$ cat config.mk
export PLATFORM = sky130hd
export DESIGN_NAME = glyph_to_dual_lcd_writes
export DESIGN_NICKNAME = d
export VERILOG_FILES = /design/src/rtl/gdlw_pkg.sv /design/src/rtl/glyph_to_dual_lcd_writes.sv
export SDC_FILE = /design/constraint.sdc
export NUM_CORES = 1
export LEC_CHECK = 0
export BUFFER_PORTS_ARGS = -buffer_cell sky130_fd_sc_hd__buf_4
export CORE_ASPECT_RATIO = 1.1
export CORE_UTILIZATION = 30
export CTS_CLUSTER_SIZE = 25
export DETAILED_ROUTE_END_ITERATION = 8
export SLEW_MARGIN = 15
export SYNTH_ARGS = -nofsm -noshare
export SYNTH_HDL_FRONTEND = slang
export SYNTH_SLANG_ARGS = --single-unit
$ cat constraint.sdc
create_clock -name clk -period 6.7 [get_ports clk]
set_clock_uncertainty 0.1 [all_clocks]
set_input_delay 1.34 -clock clk [delete_from_list [all_inputs] [get_ports clk]]
set_output_delay 1.34 -clock clk [all_outputs]
set_load 0.05 [all_outputs]
$ cat src/rtl/gdlw_pkg.sv
// ------------------------------------------------------------------------
// gdlw_pkg
// Types, codes and font contents for the glyph to dual LCD write sequencer.
// ------------------------------------------------------------------------
package gdlw_pkg;

  // Field widths
  localparam int unsigned CODE_W   = 8;
  localparam int unsigned PAGE_W   = 3;
  localparam int unsigned COL_W    = 7;
  localparam int unsigned CFG_IDX_W = 2;
  localparam int unsigned CFG_DAT_W = 7;

  // Configuration register indexes
  localparam logic [CFG_IDX_W-1:0] CFG_START_PAGE   = 2'd0;
  localparam logic [CFG_IDX_W-1:0] CFG_START_COLUMN = 2'd1;
  localparam logic [CFG_IDX_W-1:0] CFG_NORMAL_VIDEO = 2'd2;

  // Glyph and controller codes
  localparam logic [CODE_W-1:0] NEWLINE_CODE = 8'hFF;
  localparam logic [7:0]        PAGE_CMD     = 8'd184;
  localparam logic [7:0]        COL_CMD      = 8'h40;
  localparam int unsigned       GLYPH_COUNT  = 4;

  // Font store geometry
  localparam int unsigned ROM_BYTES   = 128;
  localparam int unsigned ROM_AW      = 7;
  localparam int unsigned GLYPH_BYTES = 32;
  localparam int unsigned ROM_GLYPHS  = ROM_BYTES / GLYPH_BYTES;
  localparam int unsigned BASE_W      = 2;

  // Write steps within one half: page, column, then 16 data bytes
  localparam int unsigned      STEP_W        = 5;
  localparam logic [STEP_W-1:0] STEP_PAGE     = 5'd0;
  localparam logic [STEP_W-1:0] STEP_COLUMN   = 5'd1;
  localparam logic [STEP_W-1:0] STEP_DATA0    = 5'd2;
  localparam logic [STEP_W-1:0] STEP_LAST     = 5'd17;

  typedef enum logic [1:0] {
    ST_IDLE = 2'b01,
    ST_RUN  = 2'b10
  } state_t;

  localparam logic [7:0] FONT_ROM [ROM_BYTES] = '{
    8'h00,8'h20,8'h3F,8'hF0,8'h02,8'h00,8'h02,8'h00,
    8'h02,8'h00,8'h02,8'h08,8'h7F,8'hFC,8'h02,8'h80,
    8'h02,8'h80,8'h04,8'h80,8'h04,8'h80,8'h08,8'h80,
    8'h08,8'h82,8'h10,8'h82,8'h20,8'h7E,8'h40,8'h00,
    8'h08,8'h40,8'h08,8'h50,8'h10,8'h48,8'h10,8'h40,
    8'h22,8'h7C,8'h7F,8'hC0,8'h08,8'h44,8'h10,8'h7E,
    8'h23,8'hC0,8'h7C,8'h48,8'h00,8'h50,8'h00,8'h20,
    8'h1C,8'h60,8'hE0,8'h92,8'h43,8'h0A,8'h00,8'h06,
    8'h02,8'h00,8'h02,8'h00,8'h02,8'h10,8'h7F,8'hF8,
    8'h42,8'h10,8'h42,8'h10,8'h7F,8'hF0,8'h42,8'h10,
    8'h42,8'h10,8'h7F,8'hF0,8'h42,8'h10,8'h02,8'h00,
    8'h02,8'h04,8'h02,8'h04,8'h01,8'hFC,8'h00,8'h00,
    8'h00,8'h00,8'h00,8'h00,8'h00,8'h00,8'h00,8'h00,
    8'h00,8'h00,8'h00,8'h00,8'h00,8'h00,8'h00,8'h00,
    8'h00,8'h00,8'h00,8'h00,8'h00,8'h00,8'h00,8'h00,
    8'h00,8'h00,8'h00,8'h00,8'h00,8'h00,8'h00,8'h00
  };

endpackage

$ cat src/rtl/glyph_to_dual_lcd_writes.sv
// ------------------------------------------------------------------------
// glyph_to_dual_lcd_writes
// Turns 16x16 glyph codes into page, column and data writes for a
// 128x64 panel built from two 64-column controllers.
// ------------------------------------------------------------------------
// A glyph request produces 36 controller writes, one per clock from a
// step sequencer while out_stall does not hold a write (two halves of a
// page command, a column command and 16 font bytes). After a glyph is
// taken, in_stall stays high while its writes are loaded, so no new glyph
// request is taken until they are all in the output register; a write
// that out_stall holds keeps in_stall high longer. The first write passes
// through the state register and then the output register. A newline
// request (code 255) produces no writes and is absorbed without going busy.
// The next request is taken as soon as the final write of the current glyph
// sits in the output register. The font is a fixed 128-byte table read in
// the same cycle as the step.
module glyph_to_dual_lcd_writes (
  input  logic                          clk,
  input  logic                          rst_n,
  // Input channel
  input  logic                          in_valid,
  output logic                          in_stall,
  input  logic [gdlw_pkg::CODE_W-1:0]   in_glyph_code,
  input  logic                          in_last_of_string,
  // Result channel
  output logic                          out_valid,
  input  logic                          out_stall,
  output logic [7:0]                    out_bus_byte,
  output logic                          out_is_data,
  output logic                          out_right_half,
  output logic                          out_last_write,
  // Configuration port
  input  logic                          cfg_we,
  input  logic [gdlw_pkg::CFG_IDX_W-1:0] cfg_index,
  input  logic [gdlw_pkg::CFG_DAT_W-1:0] cfg_wdata
);

  import gdlw_pkg::*;

  // Configuration and string position
  logic [PAGE_W-1:0] start_page_r,   start_page_nxt;
  logic [COL_W-1:0]  start_column_r, start_column_nxt;
  logic              normal_video_r, normal_video_nxt;
  logic [PAGE_W-1:0] page_row_r,     page_row_nxt;
  logic [2:0]        glyph_count_r,  glyph_count_nxt;

  // Current glyph job
  state_t             state_r,  state_nxt;
  logic [PAGE_W-1:0]  page_r,   page_nxt;
  logic [COL_W-1:0]   col_r,    col_nxt;
  logic [BASE_W-1:0]  base_r,   base_nxt;
  logic               known_r,  known_nxt;
  logic               half_r,   half_nxt;
  logic [STEP_W-1:0]  step_r,   step_nxt;

  // Output register
  logic               out_valid_r, out_valid_nxt;
  logic [7:0]         byte_r,  byte_nxt;
  logic               data_r,  data_nxt;
  logic               right_r, right_nxt;
  logic               last_r,  last_nxt;

  logic               accept;
  logic               load;
  logic [COL_W-1:0]   col_calc;
  logic [PAGE_W-1:0]  page_sel;
  logic [STEP_W-1:0]  data_off;
  logic [ROM_AW-1:0]  rom_addr;
  logic [7:0]         font_raw;
  logic [7:0]         wr_byte;

  assign in_stall = (state_r != ST_IDLE);
  assign accept   = in_valid && !in_stall;
  assign load     = (state_r == ST_RUN) && (!out_valid_r || !out_stall);

  // Column of the glyph about to start
  assign col_calc = start_column_r + {glyph_count_r, 4'b0000};

  // Shared write generator: one write per step
  assign page_sel = page_r + PAGE_W'(half_r);
  assign data_off = step_r - STEP_DATA0;
  assign rom_addr = {base_r, half_r, data_off[3:0]};
  assign font_raw = known_r ? FONT_ROM[rom_addr] : 8'h00;

  always_comb begin
    unique case (step_r)
      STEP_PAGE:   wr_byte = PAGE_CMD + {5'b00000, page_sel};
      STEP_COLUMN: wr_byte = COL_CMD | {2'b00, col_r[5:0]};
      default:     wr_byte = font_raw ^ {8{~normal_video_r}};
    endcase
  end

  // Sequencer, string position and output register
  always_comb begin
    start_page_nxt   = start_page_r;
    start_column_nxt = start_column_r;
    normal_video_nxt = normal_video_r;
    page_row_nxt     = page_row_r;
    glyph_count_nxt  = glyph_count_r;
    state_nxt        = state_r;
    page_nxt         = page_r;
    col_nxt          = col_r;
    base_nxt         = base_r;
    known_nxt        = known_r;
    half_nxt         = half_r;
    step_nxt         = step_r;
    out_valid_nxt    = out_valid_r && out_stall;
    byte_nxt         = byte_r;
    data_nxt         = data_r;
    right_nxt        = right_r;
    last_nxt         = last_r;

    // Start a glyph or absorb a newline
    if (accept) begin
      if (in_glyph_code == NEWLINE_CODE) begin
        page_row_nxt    = page_row_r + PAGE_W'(2);
        glyph_count_nxt = 3'd0;
      end else begin
        state_nxt       = ST_RUN;
        page_nxt        = page_row_r;
        col_nxt         = col_calc;
        base_nxt        = in_glyph_code[BASE_W-1:0];
        known_nxt       = (32'(in_glyph_code) < GLYPH_COUNT) &&
                          (32'(in_glyph_code) < ROM_GLYPHS);
        half_nxt        = 1'b0;
        step_nxt        = STEP_PAGE;
        glyph_count_nxt = glyph_count_r + 3'd1;
      end
      if (in_last_of_string) begin
        page_row_nxt    = start_page_r;
        glyph_count_nxt = 3'd0;
      end
    end

    // Emit one write and advance the step counter
    if (load) begin
      out_valid_nxt = 1'b1;
      byte_nxt      = wr_byte;
      data_nxt      = (step_r >= STEP_DATA0);
      right_nxt     = col_r[COL_W-1];
      last_nxt      = half_r && (step_r == STEP_LAST);
      if (step_r == STEP_LAST) begin
        step_nxt = STEP_PAGE;
        half_nxt = 1'b1;
        if (half_r) begin
          state_nxt = ST_IDLE;
        end
      end else begin
        step_nxt = step_r + STEP_W'(1);
      end
    end

    // Start page and start column writes restart the string
    if (cfg_we) begin
      unique case (cfg_index)
        CFG_START_PAGE: begin
          start_page_nxt  = cfg_wdata[PAGE_W-1:0];
          page_row_nxt    = cfg_wdata[PAGE_W-1:0];
          glyph_count_nxt = 3'd0;
        end
        CFG_START_COLUMN: begin
          start_column_nxt = cfg_wdata;
          page_row_nxt     = start_page_r;
          glyph_count_nxt  = 3'd0;
        end
        CFG_NORMAL_VIDEO: begin
          normal_video_nxt = cfg_wdata[0];
        end
        default: begin
        end
      endcase
    end
  end

  // Control state
  always_ff @(posedge clk) begin
    if (!rst_n) begin
      start_page_r   <= '0;
      start_column_r <= '0;
      normal_video_r <= 1'b1;
      page_row_r     <= '0;
      glyph_count_r  <= '0;
      state_r        <= ST_IDLE;
      half_r         <= 1'b0;
      step_r         <= STEP_PAGE;
      out_valid_r    <= 1'b0;
    end else begin
      start_page_r   <= start_page_nxt;
      start_column_r <= start_column_nxt;
      normal_video_r <= normal_video_nxt;
      page_row_r     <= page_row_nxt;
      glyph_count_r  <= glyph_count_nxt;
      state_r        <= state_nxt;
      half_r         <= half_nxt;
      step_r         <= step_nxt;
      out_valid_r    <= out_valid_nxt;
    end
  end

  // Payload, no reset
  always_ff @(posedge clk) begin
    page_r  <= page_nxt;
    col_r   <= col_nxt;
    base_r  <= base_nxt;
    known_r <= known_nxt;
    byte_r  <= byte_nxt;
    data_r  <= data_nxt;
    right_r <= right_nxt;
    last_r  <= last_nxt;
  end

  assign out_valid      = out_valid_r;
  assign out_bus_byte   = byte_r;
  assign out_is_data    = data_r;
  assign out_right_half = right_r;
  assign out_last_write = last_r;

endmodule

Word-level counts from Yosys, hierarchy flattened
Memory sizes are Yosys's and may differ from the RTL's.
Index checks and enable logic that the tools add are counted.
{"block": "word_totals", "out_inout_bits": 13, "mem_bits_ro": 1024, "inputBits": 23, "mem_count": 1, "elab_cells": 85, "register_bits": 50}
{"block": "classes", "n_lt_le_gt_ge": 3, "bitwise_logic": 4, "n_reduce_logical": 17, "add_sub_neg": 7, "muxes": 28, "eq_ne": 8}
{"memory": "(no name shown)", "words": 128, "width": 8, "read_ports": 1, "rd_clocked_by_memory_dff": 0, "wr": 0, "line": "glyph_to_dual_lcd_writes.sv:83", "rtl": "assign font_raw = known_r ? FONT_ROM[rom_addr] : 8'h00;"}
{"op": "$mux 3", "n": 9}
{"op": "$mux 8", "n": 3}
{"op": "$mux 5", "n": 4}
{"op": "$pmux 8 s2", "n": 1}
{"op": "$mux 2", "n": 5}
{"op": "$reduce_and 2->1", "n": 5}
{"op": "$add 8x3->8 const A", "n": 1}
{"op": "$eq 8x8->1 const B", "n": 1}
{"op": "$ge 8x8->1 const B", "n": 1}
{"op": "$lt 8x3->1 const B", "n": 1}
{"op": "$not 7->8", "n": 1}
{"op": "$xor 8x8->8", "n": 1}
{"op": "$add 7x7->7", "n": 1}
{"op": "$pmux 3 s2", "n": 1}
{"op": "$add 5x1->5 const B", "n": 1}
{"op": "$eq 5x1->1 const B", "n": 1}
{"op": "$eq 5x5->1 const B", "n": 1}
{"op": "$ge 5x2->1 const B", "n": 1}
{"op": "$logic_not 5->1", "n": 1}
{"op": "$mux 1", "n": 5}
{"op": "$eq 2x2->1 const B", "n": 2}
{"op": "$logic_and 1x1->1", "n": 4}
{"op": "$sub 4x2->4 const B", "n": 1}
{"op": "$add 3x1->3", "n": 1}
{"op": "11 further kinds", "n": 14}

Logic depth before layout (Yosys ltp)
Gate-level depths: netlist of the first run.
{"block": "logic_depth", "word_depth": 8, "depth_mapped": 11, "depth_no_buf": 9}

Least setup slack after synthesis of the first run
Ideal clock, no wire load.
{"block": "synth_path", "path_type": "in2reg", "from": "input port in_valid", "to": "register step_r[2]", "path_slack_ps": 3573, "path_buffers": 1, "t_arrival_ps": 2895, "cell_stages": 7, "required_ps": 6468, "setup_ps": 132, "cell_sequence": "inv_1 > or2_2 > clkbuf_1 > nor2_1 > nor2_1 > o21ai_0 > a21oi_1"}
{"block": "synth_between", "elab_chain_len": 3}
{"item": "from (decl)", "line": "glyph_to_dual_lcd_writes.sv:21", "rtl": "input logic in_valid,"}
{"item": "$logic_and 1x1->1", "line": "glyph_to_dual_lcd_writes.sv:73", "rtl": "assign accept = in_valid && !in_stall;"}
{"item": "$reduce_bool 2->1 (no source line)"}
{"item": "$reduce_and 2->1 (no source line)"}
{"item": "to (signal assigned)", "line": "glyph_to_dual_lcd_writes.sv:195", "rtl": "step_r <= step_nxt;"}
{"item": "to (decl)", "line": "glyph_to_dual_lcd_writes.sv:54", "rtl": "logic [STEP_W-1:0] step_r, step_nxt;"}
No other way between the ends.
A chain may end at the register's enable or synchronous reset.

Final worst setup path of the first run
{"block": "layout_path", "from": "register step_r[1]", "to": "register byte_r[5], in the netlist out_bus_byte[5] (data pin)"}
{"block": "layout_between", "elab_chain_len": 8, "word_cells_on_any_way": 10, "classes_between": "1 x add/sub; 1 x eq/ne; 4 x mux; 2 x bitwise; 1 x reduce/logical; 1 x memory"}
{"item": "$sub 4x2->4", "line": "glyph_to_dual_lcd_writes.sv:81", "rtl": "assign data_off = step_r - STEP_DATA0;"}
{"item": "$not 7->8 (implied by the code)", "line": "glyph_to_dual_lcd_writes.sv:83"}
{"item": "$mem_v2 128x8"}
{"item": "$mux 8 (implied by the code) (2 in series)", "line": "glyph_to_dual_lcd_writes.sv:83"}
{"item": "$mux 8", "line": "glyph_to_dual_lcd_writes.sv:83"}
{"item": "$xor 8x8->8", "line": "glyph_to_dual_lcd_writes.sv:89", "rtl": "default: wr_byte = font_raw ^ {8{~normal_video_r}};"}
{"item": "$pmux 8 s2 (*)", "line": "glyph_to_dual_lcd_writes.sv:86", "rtl": "unique case (step_r)"}
{"item": "named net wr_byte[5]", "line": "glyph_to_dual_lcd_writes.sv:70", "rtl": "logic [7:0] wr_byte;"}
{"item": "to (signal assigned)", "line": "glyph_to_dual_lcd_writes.sv:206", "rtl": "byte_r <= byte_nxt;"}
{"item": "to (decl)", "line": "glyph_to_dual_lcd_writes.sv:58", "rtl": "logic [7:0] byte_r, byte_nxt;"}
The timed path passes the listed nets; every way through them passes the cells marked *. The select of a mux whose other input is x is not followed.

==> flow_results.xml, run 1 <==
<?xml version="1.0" encoding="UTF-8"?>
<metrics>
  <group name="run_status">
    <metric name="status" unit="">complete, no violations</metric>
  </group>
  <group name="critical_path">
    <metric name="critPathSlowestCell" unit="">dfxtp_1</metric>
    <metric name="family_with_the_most_delay_on_the_worst_path" unit="">compound AO/OA/AOI/OAI gates</metric>
    <metric name="cp_dominant_cell_by_count" unit="">o21ai_1</metric>
    <metric name="cell_by_cell_listing_of_the_critical_path" unit="">inv_1 -&gt; ha_1 -&gt; xnor2_2 -&gt; buf_4 -&gt; nand2_1 -&gt; o21ai_1 -&gt; a211oi_1 -&gt; a2111oi_2 -&gt; xor2_1 -&gt; o21ai_1</metric>
    <metric name="worstSetupStartpoint" unit="">step_r[1]</metric>
    <metric name="regToRegStartpoint" unit="">step_r[1]</metric>
    <metric name="required" unit="ns">6.62</metric>
    <metric name="cp_data_arrival_time" unit="ns">3.07</metric>
    <metric name="critical_path.max_stage_delay" unit="ns">0.55</metric>
    <metric name="crit_path_start_kind" unit="">flop</metric>
    <metric name="crit_type" unit="">reg -&gt; reg</metric>
    <metric name="timing.critical_path.to_type" unit="">flop</metric>
    <metric name="path_max_fanout" unit="">26</metric>
    <metric name="setup.reg_to_reg.worst_slack" unit="ns">3.56</metric>
    <metric name="cp_num_buf_inv" unit="">2</metric>
  </group>
  <group name="clock_tree">
    <metric name="cts_setup_buffers" unit="">0</metric>
    <metric name="cts.htree.levels" unit="">2</metric>
    <metric name="cts.root.buffer_cell" unit="">clkbuf_16</metric>
    <metric name="ctsResizeCount" unit="">0</metric>
    <metric name="clk_transition_reported_paths" unit="ns">0.07</metric>
    <metric name="tritoncts_num_sinks" unit="">50</metric>
    <metric name="tritoncts" unit="">done</metric>
    <metric name="cts_hold_buf" unit="">0</metric>
    <metric name="cts.path.max_buffers" unit="">2</metric>
    <metric name="clock_latency_of_the_later_clocked_register_in_the_worst_skew_pair" unit="ns">0.28</metric>
    <metric name="number_of_buffers_created_by_cts" unit="">5</metric>
  </group>
  <group name="global_routing">
    <metric name="number_of_antenna_violations_at_the_first_check_in_global_routing" unit="">0</metric>
    <metric name="grt_overflow_total" unit="">0</metric>
    <metric name="global_route_wire_length_before_repair" unit="mm">14.20</metric>
    <metric name="grt_max_degree" unit="">38</metric>
    <metric name="grt.total_usage" unit="">0.1539</metric>
    <metric name="grt_pass1_vias" unit="">2884</metric>
  </group>
  <group name="route">
    <metric name="avgRoutedWirePerCell" unit="um">15.30</metric>
    <metric name="detail_route.drc_violations" unit="">0</metric>
    <metric name="viasPerCell" unit="">5.494</metric>
    <metric name="count_of_routing_violations_after_the_opening_detailed_route_iteration" unit="">262</metric>
    <metric name="via_count" unit="">3093</metric>
    <metric name="finalWirelength" unit="mm">8.616</metric>
    <metric name="drtAntennaViolNets" unit="">0</metric>
    <metric name="first_pass_iteration_count_of_the_detailed_router" unit="">5</metric>
  </group>
  <group name="timing">
    <metric name="final.period_utilization" unit="">0.4694</metric>
    <metric name="rsz0062_at_grt" unit="">false</metric>
    <metric name="slew_violations" unit="">0</metric>
    <metric name="final.setup.tns" unit="ns">0</metric>
    <metric name="final.min_clock_period" unit="ns">3.145</metric>
    <metric name="max_freq" unit="MHz">318.0</metric>
    <metric name="max-slew-margin-rel" unit="">0.4961</metric>
    <metric name="setup-violations-final" unit="">0</metric>
    <metric name="timing.hold.ws" unit="ns">0.3310</metric>
    <metric name="hold_violations" unit="">0</metric>
    <metric name="timing_worst_slew_pin_value" unit="ns">0.7551</metric>
  </group>
  <group name="placed_design">
    <metric name="io_buffers" unit="">35</metric>
    <metric name="placedInstanceArea" unit="sq um">3676</metric>
    <metric name="hpwl" unit="mm">6.184</metric>
    <metric name="globalplace.congestion" unit="">0.8496</metric>
  </group>
  <group name="layout">
    <metric name="mostFrequentLayoutCell" unit="">nand2_1</metric>
    <metric name="drive_above_1_share" unit="">0.1286</metric>
    <metric name="antenna_cells_inserted" unit="">0</metric>
    <metric name="most_used_cells_in_the_layout_excluding_fill_and_tap_cells" unit="">51 x nand2_1, 40 x buf_4, 38 x a21oi_1, 26 x nor2_1, 26 x dfxtp_1</metric>
    <metric name="design.final.nets" unit="">458</metric>
    <metric name="area_overhead_of_the_layout_relative_to_synthesis" unit="%">14.73</metric>
    <metric name="postLayoutCellArea" unit="sq um">3821</metric>
    <metric name="post_route_utilization" unit="">0.3609</metric>
  </group>
  <group name="yosys">
    <metric name="edff_count_synth" unit="">24</metric>
    <metric name="yosys.cell_types.count" unit="">61</metric>
    <metric name="synthXorXnorAreaFrac" unit="">0.03869</metric>
    <metric name="synth_top_family_by_area" unit="">compound AO/OA/AOI/OAI gates</metric>
    <metric name="main_synth_ff_type" unit="">dfxtp_1</metric>
    <metric name="ys_ff_latch" unit="">50</metric>
    <metric name="asyncSetResetFlopFracSynth" unit="">0</metric>
    <metric name="synth-simple-area-share" unit="">0.2213</metric>
    <metric name="syn-instance-count" unit="">402</metric>
    <metric name="synth_compound_gate_area_share" unit="">0.2419</metric>
    <metric name="synth.net_count" unit="">441</metric>
    <metric name="synthesis.yosys.warnings" unit="">0</metric>
    <metric name="share_of_synthesized_cell_area_in_full_adder_half_adder_and_majority_cells" unit="">0.06236</metric>
    <metric name="synth.yosys.seq_area_share" unit="">0.3727</metric>
    <metric name="average_instance_area_after_synthesis" unit="sq um">8.285</metric>
    <metric name="synth_area" unit="sq um">3331</metric>
    <metric name="synthMuxAreaShare" unit="">0.009391</metric>
  </group>
  <group name="pwr">
    <metric name="power_density" unit="nW/um^2">181.1</metric>
    <metric name="p_leak" unit="uW">0.001337</metric>
    <metric name="maximum_vdd_drop" unit="mV">0.1145</metric>
  </group>
  <group name="die">
    <metric name="num_rows" unit="">39</metric>
    <metric name="boundaryPins" unit="">36</metric>
    <metric name="core-area" unit="sq um">10590</metric>
    <metric name="initial_utilization" unit="">0.3145</metric>
    <metric name="die-area" unit="sq um">11530</metric>
    <metric name="die_height" unit="um">112.5</metric>
    <metric name="dieWidth" unit="um">102.5</metric>
  </group>
  <group name="min_path">
    <metric name="timing.hold.worst.start" unit="">col_r[6]</metric>
    <metric name="hold_path_class" unit="">reg -&gt; reg</metric>
  </group>
  <group name="job">
    <metric name="cap_violations" unit="">0</metric>
  </group>
</metrics>
## cell usage after synthesis, types with 6 or more instances
library cell | number | area share
nand2_1 | 51 | 0.057
inv_1 | 11 | 0.012
a211oi_1 | 7 | 0.016
o21ai_1 | 11 | 0.017
nor2b_1 | 7 | 0.013
ha_1 | 15 | 0.056
nand4_1 | 8 | 0.015
o21ai_0 | 19 | 0.029
dfxtp_1 | 26 | 0.16
nand2b_1 | 14 | 0.026
nor3_1 | 6 | 0.0090
o211ai_1 | 8 | 0.018
edfxtp_1 | 24 | 0.22
nand3_1 | 23 | 0.035
xnor2_1 | 6 | 0.016
clkbuf_1 | 17 | 0.019
a21oi_1 | 38 | 0.057
nor2_1 | 27 | 0.030
## cell families (layout without fill, tap and decap cells)
family,after synthesis,count (layout)
adders and majority gates,16,16
AOI/OAI and AO/OA,125,125
xor gates and xnor gates,13,13
muxes,3,3
DFF,50,50
buffers and inverters,42,60
and+or+nand+nor,153,153
## path summary, 6_finish.rpt
check / to / depth (start not counted)
max: out_bus_byte[5] / 10
min reg2reg: out_right_half / 0
min: out_right_half / 0
max reg2reg: out_bus_byte[5] / 10
## flip-flops by register name (all words and copies together) (netlist names)
signal and cells:
out_bus_byte 8, col_r 7, start_column_r 7, step_r 5, glyph_count_r 3, page_r 3, page_row_r 3, start_page_r 3
base_r 2, state_r 2, half_r 1, known_r 1, normal_video_r 1, out_is_data 1, out_last_write 1, out_right_half 1
out_valid 1
## area by class of cell
type | instances | area, sq um
Multi-Input combinational cell | 310 | 1913
Tap cell | 143 | 178.9
Fill cell | 1118 | 6768
Sequential cell | 50 | 1241
Clock buffer | 6 | 128.9
Timing Repair Buffer | 40 | 300.3
Inverter | 12 | 45.04
Clock inverter | 2 | 13.76
## through the flow
step | total power, uW | worst slack [ns] | instances
floorplan | 414.9 | 3.573 | 402
global route | 723.8 | 3.324 | 563
finish | 692.0 | 3.555 | 563
detailed placement | 448.6 | 3.061 | 555
global placement | 446.9 | 3.191 | 555
CTS | 697.1 | 3.355 | 563
## routing by layer
| metal | wire length [um] | part of all wire | global-route usage |
|---|---|---|---|
| met4 | 213 | 0.025 | 0.05238 |
| met2 | 3891 | 0.45 | 0.2316 |
| met5 | 0 | 0 | 0 |
| met1 | 4029 | 0.47 | 0.2205 |
| met3 | 481 | 0.056 | 0.02553 |
## power by group
part           switching, uW  total, uW  internal [uW]
sequential              14.1        350            336
clock                    110        250            139
combinational           56.2       92.0           35.8
total                    181        692            511
No activity file was read; power rests on OpenSTA's default activity.
==> run 2, diff against run 1 <==
==> constraint.sdc (replaced) <==
create_clock -name clk -period 2.5 [get_ports clk]
set_clock_uncertainty 0.1 [all_clocks]
set_input_delay 0.5 -clock clk [delete_from_list [all_inputs] [get_ports clk]]
set_output_delay 0.5 -clock clk [all_outputs]
set_load 0.05 [all_outputs]
==> flow_results.xml, run 2 (synthesis gave the netlist of run 1 again) <==
<?xml version="1.0" encoding="UTF-8"?>
<metrics>
  <group name="run_status">
    <metric name="status" unit="">complete, no violations</metric>
  </group>
  <group name="critical_path">
    <metric name="setup.reg_to_reg.worst_slack" unit="ns">0.07</metric>
    <metric name="path_max_fanout" unit="">13</metric>
    <metric name="family_with_the_most_delay_on_the_worst_path" unit="">compound AO/OA/AOI/OAI gates</metric>
    <metric name="regToRegStartpoint" unit="">step_r[2]</metric>
    <metric name="cp_data_arrival_time" unit="ns">2.36</metric>
    <metric name="cp_num_buf_inv" unit="">3</metric>
    <metric name="cell_by_cell_listing_of_the_critical_path" unit="">inv_2 -&gt; ha_4 -&gt; buf_12 -&gt; buf_4 -&gt; nand2b_1 -&gt; o311a_1 -&gt; a2111oi_4 -&gt; xor2_1 -&gt; o21ai_1</metric>
    <metric name="path_depth" unit="">9</metric>
    <metric name="crit_path_start_kind" unit="">flop</metric>
    <metric name="critical_path.max_stage_delay" unit="ns">0.40</metric>
    <metric name="critPathSlowestCell" unit="">o311a_1</metric>
    <metric name="endpoint" unit="">out_bus_byte[5]</metric>
    <metric name="worstSetupStartpoint" unit="">step_r[2]</metric>
    <metric name="required" unit="ns">2.43</metric>
    <metric name="crit_type" unit="">reg -&gt; reg</metric>
    <metric name="capture_point_of_the_worst_reg_to_reg_path" unit="">out_bus_byte[5]</metric>
    <metric name="count_of_cells_along_the_worst_register_to_register_path" unit="">9</metric>
    <metric name="timing.critical_path.to_type" unit="">flop</metric>
  </group>
  <group name="route">
    <metric name="via_count" unit="">3225</metric>
    <metric name="first_pass_iteration_count_of_the_detailed_router" unit="">5</metric>
    <metric name="drtAntennaViolNets" unit="">0</metric>
    <metric name="detail_route.drc_violations" unit="">0</metric>
    <metric name="avgRoutedWirePerCell" unit="um">16.02</metric>
    <metric name="viasPerCell" unit="">5.375</metric>
    <metric name="finalWirelength" unit="mm">9.614</metric>
    <metric name="count_of_routing_violations_after_the_opening_detailed_route_iteration" unit="">279</metric>
  </group>
  <group name="die">
    <metric name="core-area" unit="sq um">10590</metric>
    <metric name="num_rows" unit="">39</metric>
    <metric name="dieWidth" unit="um">102.5</metric>
    <metric name="boundaryPins" unit="">36</metric>
    <metric name="initial_utilization" unit="">0.3145</metric>
    <metric name="die-area" unit="sq um">11530</metric>
    <metric name="die_height" unit="um">112.5</metric>
  </group>
  <group name="clock_tree">
    <metric name="tritoncts" unit="">done</metric>
    <metric name="cts.htree.levels" unit="">2</metric>
    <metric name="cts.path.max_buffers" unit="">2</metric>
    <metric name="clock_latency_of_the_later_clocked_register_in_the_worst_skew_pair" unit="ns">0.29</metric>
    <metric name="cts.root.buffer_cell" unit="">clkbuf_16</metric>
    <metric name="number_of_buffers_created_by_cts" unit="">5</metric>
    <metric name="clk_transition_reported_paths" unit="ns">0.07</metric>
    <metric name="tritoncts_num_sinks" unit="">50</metric>
    <metric name="cts_hold_buf" unit="">0</metric>
  </group>
  <group name="pwr">
    <metric name="p_leak" unit="uW">0.001542</metric>
    <metric name="power_density" unit="nW/um^2">463.2</metric>
    <metric name="maximum_vdd_drop" unit="mV">0.3935</metric>
  </group>
  <group name="global_routing">
    <metric name="global_route_wire_length_before_repair" unit="mm">15.35</metric>
    <metric name="number_of_antenna_violations_at_the_first_check_in_global_routing" unit="">0</metric>
    <metric name="grt_pass1_vias" unit="">3097</metric>
    <metric name="grt_max_degree" unit="">27</metric>
    <metric name="grt.total_usage" unit="">0.1709</metric>
    <metric name="grt_overflow_total" unit="">0</metric>
  </group>
  <group name="timing">
    <metric name="timing_worst_slew_pin_value" unit="ns">0.6793</metric>
    <metric name="final.min_clock_period" unit="ns">2.429</metric>
    <metric name="final.setup.tns" unit="ns">0</metric>
    <metric name="max-slew-margin-rel" unit="">0.5466</metric>
    <metric name="slew_violations" unit="">0</metric>
    <metric name="rsz0062_at_grt" unit="">false</metric>
    <metric name="max_freq" unit="MHz">411.7</metric>
    <metric name="setup-violations-final" unit="">0</metric>
    <metric name="final.period_utilization" unit="">0.9715</metric>
    <metric name="hold_violations" unit="">0</metric>
  </group>
  <group name="min_path">
    <metric name="timing.hold.worst.start" unit="">rst_n</metric>
    <metric name="hold_path_class" unit="">in -&gt; reg</metric>
  </group>
  <group name="layout">
    <metric name="area_overhead_of_the_layout_relative_to_synthesis" unit="%">28.21</metric>
    <metric name="antenna_cells_inserted" unit="">0</metric>
    <metric name="design.final.nets" unit="">495</metric>
    <metric name="multi_input_area" unit="sq um">2009</metric>
    <metric name="register_area" unit="sq um">1242</metric>
    <metric name="layout.cells.non_filler" unit="">600</metric>
    <metric name="most_used_cells_in_the_layout_excluding_fill_and_tap_cells" unit="">73 x buf_4, 51 x nand2_1, 37 x a21oi_1, 25 x nor2_1, 25 x dfxtp_1</metric>
    <metric name="fillers" unit="">1097</metric>
    <metric name="largest_reg_flops" unit="">8</metric>
    <metric name="drive_above_1_share" unit="">0.2254</metric>
    <metric name="mostFrequentLayoutCell" unit="">buf_4</metric>
  </group>
  <group name="placed_design">
    <metric name="io_buffers" unit="">35</metric>
    <metric name="globalplace.congestion" unit="">0.9223</metric>
    <metric name="hpwl" unit="mm">7.232</metric>
    <metric name="total_placed_cells_including_tap_cells" unit="">589</metric>
  </group>
  <group name="job">
    <metric name="cap_violations" unit="">0</metric>
  </group>
</metrics>
-- run 2: per-layer routing --
layer / share of wire / up-vias / track usage / routed length, um
met5: 0 / - / 0 / 0
met1: 0.46 / 1502 / 0.2302 / 4408
met3: 0.054 / 19 / 0.02927 / 517
met4: 0.018 / 0 / 0.05714 / 171
li1: - / 1585 / - / -
met2: 0.47 / 119 / 0.2738 / 4517
-- run 2: metrics by stage --
stage	worst slack, ns	total power (uW)	utilization	hold slack, ns	instance area (sq um)
finish	0.07115	1978	0.4033	0.3007	4270
floorplan	-0.008922	1113	-	0.3003	3337
detailed placement	-0.08452	1222	0.3740	0.3133	3960
CTS	-0.005731	1993	0.3921	0.2910	4151
global route	0.009155	2066	0.4033	0.2984	4270
global placement	-0.1097	1218	0.3740	0.3136	3960
-- run 2: what timing repair did --
action,in CTS,in global routing
gates cloned,0,1
hold endpoints to repair,0,0
pin swaps,1,3
endpoints found under the setup margin,4,7
setup buffers,1,1
gates resized for setup,4,13
-- run 2: worst register-to-register path: stages, from the launching register on --
cell and delay, ns:
dfxtp_1 0.34, inv_2 0.07, ha_4 0.30, buf_12 0.14, buf_4 0.15, nand2b_1 0.13
o311a_1 0.40, a2111oi_4 0.29, xor2_1 0.18, o21ai_1 0.08
-- run 2: final cells by class --
type | count | area share
clock buffers | 5 | 0.02930
inverters | 12 | 0.01055
multi-input cells | 310 | 0.4706
flip-flops and latches | 50 | 0.2909
clock inverters | 3 | 0.01055
well taps | 143 | 0.04190
repair buffers | 77 | 0.1462
-- run 2: worst min path at each step --
stage	to	cells past startpoint	slack (ns)
CTS	normal_video_r	2	0.29
finish	normal_video_r	2	0.30
floorplan	out_right_half	0	0.30
detailed placement	out_right_half	0	0.31
global placement	out_right_half	0	0.31
global route	base_r[1]	1	0.30
-- run 2: power by group --
group	internal (uW)	total, uW	switching [uW]
sequential	900	931	30.8
clock	472	766	295
combinational	113	281	167
total	1490	1980	493
==> run 3, diff against run 2 <==
--- a/config.mk
+++ b/config.mk
@@ -10,6 +10,7 @@
 export CORE_UTILIZATION = 30
 export CTS_CLUSTER_SIZE = 25
 export DETAILED_ROUTE_END_ITERATION = 8
+export SETUP_SLACK_MARGIN = 0.2
 export SLEW_MARGIN = 15
 export SYNTH_ARGS = -nofsm -noshare
 export SYNTH_HDL_FRONTEND = slang
==> flow_results.xml, run 3 (synthesis gave the netlist of run 1 again) <==
<?xml version="1.0" encoding="UTF-8"?>
<metrics>
  <group name="run_status">
    <metric name="status" unit="">complete, no violations</metric>
  </group>
  <group name="layout">
    <metric name="design.final.nets" unit="">504</metric>
    <metric name="postLayoutCellArea" unit="sq um">4399</metric>
    <metric name="largest_reg_flops" unit="">8</metric>
    <metric name="post_route_utilization" unit="">0.4155</metric>
    <metric name="mostFrequentLayoutCell" unit="">buf_4</metric>
    <metric name="fillers" unit="">1079</metric>
    <metric name="drive_above_1_share" unit="">0.2768</metric>
    <metric name="most_used_cells_in_the_layout_excluding_fill_and_tap_cells" unit="">81 x buf_4, 48 x nand2_1, 35 x a21oi_1, 25 x nor2_1, 24 x edfxtp_1</metric>
    <metric name="area_overhead_of_the_layout_relative_to_synthesis" unit="%">32.08</metric>
    <metric name="antenna_cells_inserted" unit="">0</metric>
  </group>
  <group name="min_path">
    <metric name="timing.hold.worst.start" unit="">rst_n</metric>
    <metric name="hold_path_class" unit="">in -&gt; reg</metric>
  </group>
  <group name="route">
    <metric name="first_pass_iteration_count_of_the_detailed_router" unit="">5</metric>
    <metric name="route.met3.wl" unit="um">566</metric>
    <metric name="avgRoutedWirePerCell" unit="um">15.83</metric>
    <metric name="wl_met2" unit="mm">4.650</metric>
    <metric name="detail_route.drc_violations" unit="">0</metric>
    <metric name="count_of_routing_violations_after_the_opening_detailed_route_iteration" unit="">203</metric>
    <metric name="finalWirelength" unit="mm">9.642</metric>
    <metric name="highest_layer" unit="">met4</metric>
    <metric name="via_count" unit="">3301</metric>
    <metric name="routedLengthMet1" unit="mm">4.170</metric>
    <metric name="viasPerCell" unit="">5.420</metric>
    <metric name="drtAntennaViolNets" unit="">0</metric>
  </group>
  <group name="pwr">
    <metric name="post-layout-total-power" unit="uW">1994</metric>
    <metric name="net-switching-power" unit="uW">506.9</metric>
    <metric name="comb_power_share" unit="">0.140</metric>
    <metric name="pwr-share-seq" unit="">0.468</metric>
    <metric name="p_leak" unit="uW">0.001591</metric>
    <metric name="switching_share" unit="">0.2542</metric>
    <metric name="power_density" unit="nW/um^2">453.3</metric>
    <metric name="share_clk_of_total_power" unit="">0.393</metric>
    <metric name="maximum_vdd_drop" unit="mV">0.3226</metric>
    <metric name="power_report.internal_total" unit="uW">1487</metric>
  </group>
  <group name="placed_design">
    <metric name="place_ws" unit="ns">0.07459</metric>
    <metric name="io_buffers" unit="">35</metric>
    <metric name="globalplace.congestion" unit="">0.9383</metric>
    <metric name="hpwl" unit="mm">7.226</metric>
    <metric name="placedInstanceArea" unit="sq um">3996</metric>
  </group>
  <group name="clock_tree">
    <metric name="clock_latency_of_the_later_clocked_register_in_the_worst_skew_pair" unit="ns">0.29</metric>
    <metric name="cts.path.max_buffers" unit="">2</metric>
    <metric name="tritoncts_num_sinks" unit="">50</metric>
    <metric name="cts.htree.levels" unit="">2</metric>
    <metric name="number_of_buffers_created_by_cts" unit="">5</metric>
    <metric name="clk_transition_reported_paths" unit="ns">0.07</metric>
    <metric name="tritoncts" unit="">done</metric>
    <metric name="cts.root.buffer_cell" unit="">clkbuf_16</metric>
  </group>
  <group name="critical_path">
    <metric name="path_max_fanout" unit="">8</metric>
    <metric name="crit_type" unit="">reg -&gt; reg</metric>
    <metric name="critPathSlowestCell" unit="">dfxtp_4</metric>
    <metric name="family_with_the_most_delay_on_the_worst_path" unit="">simple AND/OR/NAND/NOR gates</metric>
    <metric name="critical_path.max_stage_delay" unit="ns">0.35</metric>
    <metric name="cp_num_buf_inv" unit="">2</metric>
    <metric name="regToRegStartpoint" unit="">step_r[1]</metric>
    <metric name="cell_by_cell_listing_of_the_critical_path" unit="">inv_4 -&gt; ha_4 -&gt; xor2_4 -&gt; buf_6 -&gt; nand3b_1 -&gt; a21oi_2 -&gt; o21ai_2 -&gt; or3_1 -&gt; o211ai_1 -&gt; o21ai_1</metric>
    <metric name="cp_data_arrival_time" unit="ns">2.35</metric>
    <metric name="timing.critical_path.to_type" unit="">flop</metric>
    <metric name="worstSetupStartpoint" unit="">step_r[1]</metric>
    <metric name="required" unit="ns">2.44</metric>
    <metric name="crit_path_start_kind" unit="">flop</metric>
  </group>
  <group name="timing">
    <metric name="worst_slack" unit="ns">0.09143</metric>
    <metric name="final.period_utilization" unit="">0.9634</metric>
    <metric name="setup-violations-final" unit="">0</metric>
    <metric name="final.setup.tns" unit="ns">0</metric>
    <metric name="final.min_clock_period" unit="ns">2.409</metric>
    <metric name="max_freq" unit="MHz">415.2</metric>
    <metric name="rsz0062_at_grt" unit="">true</metric>
    <metric name="timing_worst_slew_pin_value" unit="ns">0.5935</metric>
    <metric name="max-slew-margin-rel" unit="">0.6038</metric>
    <metric name="hold_violations" unit="">0</metric>
    <metric name="slew_violations" unit="">0</metric>
  </group>
  <group name="global_routing">
    <metric name="global_route_wire_length_before_repair" unit="mm">15.98</metric>
    <metric name="grt.total_usage" unit="">0.1769</metric>
    <metric name="grt_overflow_total" unit="">0</metric>
    <metric name="grt_pass1_vias" unit="">3218</metric>
    <metric name="grt_max_degree" unit="">22</metric>
    <metric name="number_of_antenna_violations_at_the_first_check_in_global_routing" unit="">0</metric>
  </group>
  <group name="die">
    <metric name="core-area" unit="sq um">10590</metric>
    <metric name="initial_utilization" unit="">0.3145</metric>
    <metric name="dieWidth" unit="um">102.5</metric>
    <metric name="die-area" unit="sq um">11530</metric>
    <metric name="die_height" unit="um">112.5</metric>
    <metric name="num_rows" unit="">39</metric>
    <metric name="boundaryPins" unit="">36</metric>
  </group>
  <group name="job">
    <metric name="cap_violations" unit="">0</metric>
  </group>
</metrics>
## run 3: cell count changes in the layout (fill, tap and decap cells not counted), moves of 2 or more
cell and delta:
buf_4 +8, ha_1 -4, dfxtp_1 -3, ha_2 +3
nand2_1 -3, a21oi_1 -2, a21oi_2 +2, buf_6 +2
clkinvlp_4 -2, dfxtp_2 +2, inv_4 +2, nand2_2 +2
## run 3: power groups by stage
stage                     combinational, uW  clock [uW]  sequential [uW]
after floorplan                         165           0              950
after global placement                  269           0              951
after detailed placement                271           0              950
after CTS                               277         806              932
after global routing                    308         836              937
final                                   278         783              932
## run 3: final cells by class
class / count / area, sq um / area share
clock buffer: 5 / 125.1 / 0.02844
timing repair buffer: 85 / 661.9 / 0.1505
sequential: 50 / 1249 / 0.2838
tap: 143 / 178.9 / 0.04067
multi-input combinational: 311 / 2092 / 0.4755
clock inverter: 3 / 42.54 / 0.009670
inverter: 12 / 50.05 / 0.01138
## run 3: timing repair
item / 4_1_cts / 5_1_grt
gates cloned: 1 / 0
buffers inserted: 7 / 2
gates resized for setup: 22 / 11
hold buffers: 0 / 0
setup endpoints to repair: 7 / 9
hold endpoints to repair: 0 / 0
pin swaps: 9 / 9
## run 3: layer usage
metal  vias to the layer above  global-route usage
li1                       1611                   -
met1                      1531              0.2270
met2                       136              0.2849
met3                        23             0.03798
met4                         0             0.07238
met5                         -                   0
## run 3: final timing paths
check / cells past startpoint / end / slack, ns
setup / recovery: 10 / out_bus_byte[3] / 0.09
hold reg to reg: 0 / out_right_half / 0.33
setup reg to reg: 10 / out_bus_byte[3] / 0.09
hold / removal: 2 / normal_video_r / 0.30
## run 3: stage by stage
stage / hold slack, ns / std cells
2_1_floorplan: 0.3003 / 402
3_3_place_gp: 0.3145 / 591
3_5_place_dp: 0.3151 / 591
4_1_cts: 0.2912 / 607
5_1_grt: 0.2937 / 609
6_report: 0.2988 / 609
